**src/rtl/core/hsvrgb_pkg.sv**
```systemverilog
package hsvrgb_pkg;

    localparam int unsigned PWM_WIDTH_DEF = 16;

    localparam int unsigned CFG_NUM = 8;
    localparam int unsigned CFG_IW  = 3;

    localparam logic [CFG_IW-1:0] CFG_THRESHOLD      = 3'd0;
    localparam logic [CFG_IW-1:0] CFG_RED_GAIN_BR    = 3'd1;
    localparam logic [CFG_IW-1:0] CFG_BLUE_GAIN_BR   = 3'd2;
    localparam logic [CFG_IW-1:0] CFG_RED_GAIN_DIM   = 3'd3;
    localparam logic [CFG_IW-1:0] CFG_BLUE_GAIN_DIM  = 3'd4;
    localparam logic [CFG_IW-1:0] CFG_RED_SLOPE      = 3'd5;
    localparam logic [CFG_IW-1:0] CFG_BLUE_SLOPE     = 3'd6;
    localparam logic [CFG_IW-1:0] CFG_PWM_FULL_SCALE = 3'd7;

    typedef logic [15:0] t_cfg_arr [CFG_NUM];

    localparam t_cfg_arr CFG_RESET = '{
        16'd0, 16'd4096, 16'd4096, 16'd3686, 16'd4710, 16'd0, 16'd0, 16'd1023
    };

    localparam logic [20:0] SECT_SPAN  = 21'd1966080;
    localparam logic [16:0] Q15_ONE    = 17'd32768;
    localparam logic [19:0] DIV15_MUL  = 20'((1 << 23) / 15 + 1);

    localparam int unsigned DIV_QW = 16;
    localparam int unsigned DIV_DW = 28;

    typedef enum logic [2:0] {
        SEC_0 = 3'd0,
        SEC_1 = 3'd1,
        SEC_2 = 3'd2,
        SEC_3 = 3'd3,
        SEC_4 = 3'd4,
        SEC_5 = 3'd5
    } t_sector;

    localparam int unsigned SAT_CURVE [0:100] = '{
        0, 15, 30, 45, 60, 75, 90, 105, 120, 135,
        150, 165, 180, 195, 210, 225, 240, 255, 270, 285,
        300, 315, 330, 345, 360, 375, 390, 405, 420, 435,
        450, 465, 480, 495, 510, 525, 540, 555, 570, 585,
        600, 610, 620, 630, 640, 650, 650, 670, 680, 690,
        700, 710, 720, 730, 740, 750, 760, 770, 780, 790,
        800, 805, 810, 815, 820, 825, 830, 835, 840, 845,
        850, 855, 860, 865, 870, 875, 880, 885, 890, 895,
        900, 905, 910, 915, 920, 925, 930, 935, 940, 945,
        950, 955, 960, 965, 970, 975, 980, 985, 990, 995, 1000
    };

    typedef logic [15:0] t_sat_tab [0:100];

    function automatic t_sat_tab f_sat_build();
        t_sat_tab tab;
        for (int i = 0; i <= 100; i++) begin
            tab[i] = 16'((SAT_CURVE[i] * 32768 + 500) / 1000);
        end
        return tab;
    endfunction

    localparam t_sat_tab SAT_Q15 = f_sat_build();

endpackage

```
**src/rtl/core/hsvrgb_div.sv**
```systemverilog
module hsvrgb_div
    import hsvrgb_pkg::*;
#(
    parameter int unsigned QW = DIV_QW,
    parameter int unsigned DW = DIV_DW
) (
    input  logic              i_clk,
    input  logic              i_en,
    input  logic [DW+QW-1:0]  i_num,
    input  logic [DW-1:0]     i_den,
    output logic [QW-1:0]     o_quo
);

    localparam int unsigned RW = DW + QW;

    logic [RW-1:0] r_rem [QW];
    logic [DW-1:0] r_den [QW];
    logic [QW-1:0] r_quo [QW];

    genvar k;
    generate
        for (k = 0; k < QW; k++) begin : g_stage
            logic [RW-1:0] rem_in;
            logic [DW-1:0] den_in;
            logic [QW-1:0] quo_in;
            logic [RW-1:0] dsh;
            logic [RW-1:0] n_rem;
            logic [QW-1:0] n_quo;

            if (k == 0) begin : g_first
                assign rem_in = i_num;
                assign den_in = i_den;
                assign quo_in = '0;
            end else begin : g_next
                assign rem_in = r_rem[k-1];
                assign den_in = r_den[k-1];
                assign quo_in = r_quo[k-1];
            end

            always_comb begin
                dsh   = RW'(den_in) << (QW - 1 - k);
                n_rem = rem_in;
                n_quo = quo_in;
                if (rem_in >= dsh) begin
                    n_rem = rem_in - dsh;
                    n_quo[QW-1-k] = 1'b1;
                end
            end

            always_ff @(posedge i_clk) begin
                if (i_en) begin
                    r_rem[k] <= n_rem;
                    r_den[k] <= den_in;
                    r_quo[k] <= n_quo;
                end
            end
        end
    endgenerate

    assign o_quo = r_quo[QW-1];

endmodule

```
**config.mk**
```make
export PLATFORM = sky130hd
export DESIGN_NAME = hsvrgb_div
export DESIGN_NICKNAME = d
export VERILOG_FILES = /design/src/rtl/core/hsvrgb_pkg.sv /design/src/rtl/core/hsvrgb_div.sv
export SDC_FILE = /design/constraint.sdc
export NUM_CORES = 2
export LEC_CHECK = 0
export ABC_CLOCK_PERIOD_IN_PS = 5960
export BUFFER_PORTS_ARGS = -buffer_cell sky130_fd_sc_hd__buf_2
export CAP_MARGIN = 0
export CORE_MARGIN = 2
export CORE_UTILIZATION = 30
export DETAILED_ROUTE_END_ITERATION = 16
export HOLD_SLACK_MARGIN = 0.1
export SLEW_MARGIN = 20
export SYNTH_ARGS = -nofsm -noshare
export SYNTH_HDL_FRONTEND = slang
export SYNTH_SLANG_ARGS = --single-unit
```
**constraint.sdc**
```tcl
create_clock -name i_clk -period 5.96 [get_ports i_clk]
set_clock_uncertainty 0.2 [all_clocks]
set_input_delay 1.192 -clock i_clk [delete_from_list [all_inputs] [get_ports i_clk]]
set_output_delay 1.192 -clock i_clk [all_outputs]
set_load 0.01 [all_outputs]
```
==> metrics <==
R2R Path End=r_rem[1][86]; Worst Hold Endpoint=r_quo[1][74]; Mapped Avg Cell Area=11.2 sq um; post-synth cell types=90; post-synthesis cell area=68,100 sq um; Starting DRT DRC Count=approximately 2,700; # DRC=0; total CTS buffers=131; Post-CTS Hold Fix Bufs=0; Min-Delay Startpoint=r_quo[1][58]; reg-to-reg critical path startpoint=r_rem[1][9]; Async S/R FF share, synth=0%; maxcap violations=0; P_leak=0.0295 uW; Final Hold Vio Count=0; TNS Setup=0 ps; vias in the first global route=45,800; CP Cell Sequence=ha_1 -> and3_1 -> o21ai_0 -> a21oi_1 -> o311ai_0 -> nand3_1 -> a31oi_1 -> o21ai_0 -> nor4bb_1 -> xor2_1; crit share post-route=75.5%; filler instances=21,900; worst reg2reg setup slack=1460 ps; Worst Path Max Fanout=5; CP dominant cell by count=o21ai_0; Place WS=1150 ps; post-synth top area cell=edfxtp_1; WHS=203 ps; critical path capture point type=register; Startpoint Class=register; Fmax achieved=0.222 GHz; Synth area leaders=edfxtp_1 54%, ha_1 8.2%, a21oi_1 3.9%, xnor2_1 3.5%, inv_1 3.2%; yosys warns=0; EDFF count, synth=~1,200; Seq pwr share=37.5%; clock sink count=1,216; Worst Max-Slew Pin Slew=1070 ps; Switching Share=35.6%; worst endpoint required time=6280 ps; clock share of power=22.2%; drt pass-1 iters=6; largest net degree at the start of global routing=136; clock root cell=clkbuf_16; wire per inst=approximately 16 um; RSZ-0062 raised after global routing=no; Core ar.=about 230,000 sq um; Setup Fix Bufs, Post-CTS=0; Worst Hold Class=register to register; clock slew at reported path FFs=60 ps; Worst R2R Path Depth=10; worst hold stages=0; CP delay by family, top=compound AO/OA/AOI/OAI gates; Crit-path slowest cell=o311ai_0; I/O pin cnt=90; sequential area share after synthesis=53.6%; Mapped Cells=6,084; slowest stage delay, CP=950 ps; Slew Viols, Final=0; proportion of power drawn by combinational gates=40.2%; PortBufs=between 80 and 90; initial antenna violation count=0; setup slack after layout=1460 ps; top cell type's share of synthesized area=53.6%; layout cells sized above 1=8.13%; final worst path period need=4500 ps; status=complete, no violations; Die H=480 um; GRT Util Overall=12.4%; Clk Latency, worst-skew pair=780 ps; DR vias=45,400; Max IR drop VDD=around 260 uV; DIE WIDTH=480 um; DR vias/cell=4.88; max_slew headroom=27.6%; initial core utilization=30.2%; critical path depth in cells=10; CTS tree=yes; crit path kind=register to register; DP HPWL=110,000 um; H-tree depth=4; Internal Power=~23,000 uW; FP Rows=174; Power per Cell Area=468 nW/um^2; die area=231,000 sq um; fin nets=around 6,700; final WL=about 150,000 um; first-pass GRT wire length=236,000 um; syn nets=6,621; Routed Antenna Nets=0; GPL Wtd Cong=0.938; P_sw=12,700 uW; #FFs+latches synth=1,216; CP arrival=4820 ps; P&R area growth vs syn=12.3%; ant diodes=0; # setup viols final=0; CTS max path bufs=3; GRT overflow=0; Resize count post-CTS=0; final core utilization=33.9%; critical path buffer and inverter count=0; most used flip-flop cell after synthesis=edfxtp_1
[Yosys cell counts, drive strengths merged, types with 27 or more instances]
library cell     n
edfxtp        1216
inv            575
a21oi          530
ha             448
nor2           405
nand2          403
o21ai          359
xnor2          276
a21o           213
xor2           180
mux2           129
clkbuf         121
nor3            93
nand3           88
nand4           73
nand2b          71
o21a            66
nor4            65
a211oi          55
o21bai          54
a31oi           52
nor2b           50
o31ai           42
and3            41
or3             36
o211ai          35
buf             27
[placed cells by master, fill, tap and decap left out, types with 93 or more instances in the layout]
| cell | Yosys | routed |
|---|---|---|
| nor3_1 | 93 | 93 |
| edfxtp_1 | 1216 | 1216 |
| inv_1 | 573 | 573 |
| nand2_1 | 403 | 403 |
| mux2_2 | 127 | 127 |
| xor2_1 | 180 | 180 |
| o21ai_0 | 357 | 356 |
| ha_1 | 448 | 448 |
| nor2_1 | 405 | 404 |
| xnor2_1 | 276 | 276 |
| a21oi_1 | 529 | 529 |
| clkbuf_16 | 0 | 131 |
| a21o_1 | 213 | 213 |
[power groups by stage]
stage / clock network, uW / logic (uW) / registers (uW)
2_1_floorplan: 0 / 11100 / 13100
3_3_place_gp: 0 / 13900 / 13500
3_5_place_dp: 0 / 14200 / 13600
4_1_cts: 8220 / 14300 / 13400
5_1_grt: 8560 / 16100 / 13700
6_report: 7960 / 14400 / 13400
[logic make-up (layout without fill, tap and decap cells)]
family / count (synthesis) / count (layout) / synth area share [%]
compound gates: 1629 / 1629 / 15.1
simple gates: 1464 / 1464 / 10.5
flops: 1216 / 1216 / 53.6
buf+inv: 723 / 948 / 4.03
fa+ha+maj: 463 / 463 / 8.67
xor+xnor: 456 / 456 / 5.86
mux: 133 / 133 / 2.20
[how the worst max path moves through the flow]
stage	from	end	slack, ps
2_1_floorplan	i_den[1]	r_rem[0][38]	1890
4_1_cts	r_den[1][158]	r_rem[1][298]	1580
6_report	r_rem[1][9]	r_rem[1][86]	1460
3_5_place_dp	i_den[1]	r_rem[0][19]	1150
3_3_place_gp	i_den[1]	r_rem[0][19]	1040
5_1_grt	r_rem[0][143]	r_rem[0][219]	1340
[registers in the layout, summed over array words and instances (netlist names)]
name   flops
r_den    420
r_quo    136
r_rem    660
[layout make-up]
| cell class | count | area, sq um | area share, % |
|---|---|---|---|
| Clock inverter | 83 | 821 | 1.07 |
| Timing Repair Buffer | 134 | 911 | 1.19 |
| Multi-Input combinational cell | 4145 | 29000 | 37.9 |
| Inverter | 575 | 2160 | 2.82 |
| Clock buffer | 156 | 3370 | 4.41 |
| Tap cell | 2992 | 3740 | 4.89 |
| Sequential cell | 1216 | 36500 | 47.7 |
[per-stage QoR]
step	instance area [sq um]	instances	total power (uW)
4_1_cts	76500	9301	35900
2_1_floorplan	68100	6084	24200
6_report	76500	9301	35800
3_3_place_gp	72300	9062	27400
3_5_place_dp	72300	9062	27700
5_1_grt	76500	9301	38300
[routing by layer]
layer  vias up  global-route usage, %  wire length (um)
li1      22800                      -                 -
met1     21100                   14.0             61300
met2      1057                   22.4             71800
met3       400                   1.74              4800
met4         0                   6.88              7870
met5         -                      0                 0
Note: power is estimated with default switching activity, not from simulation.
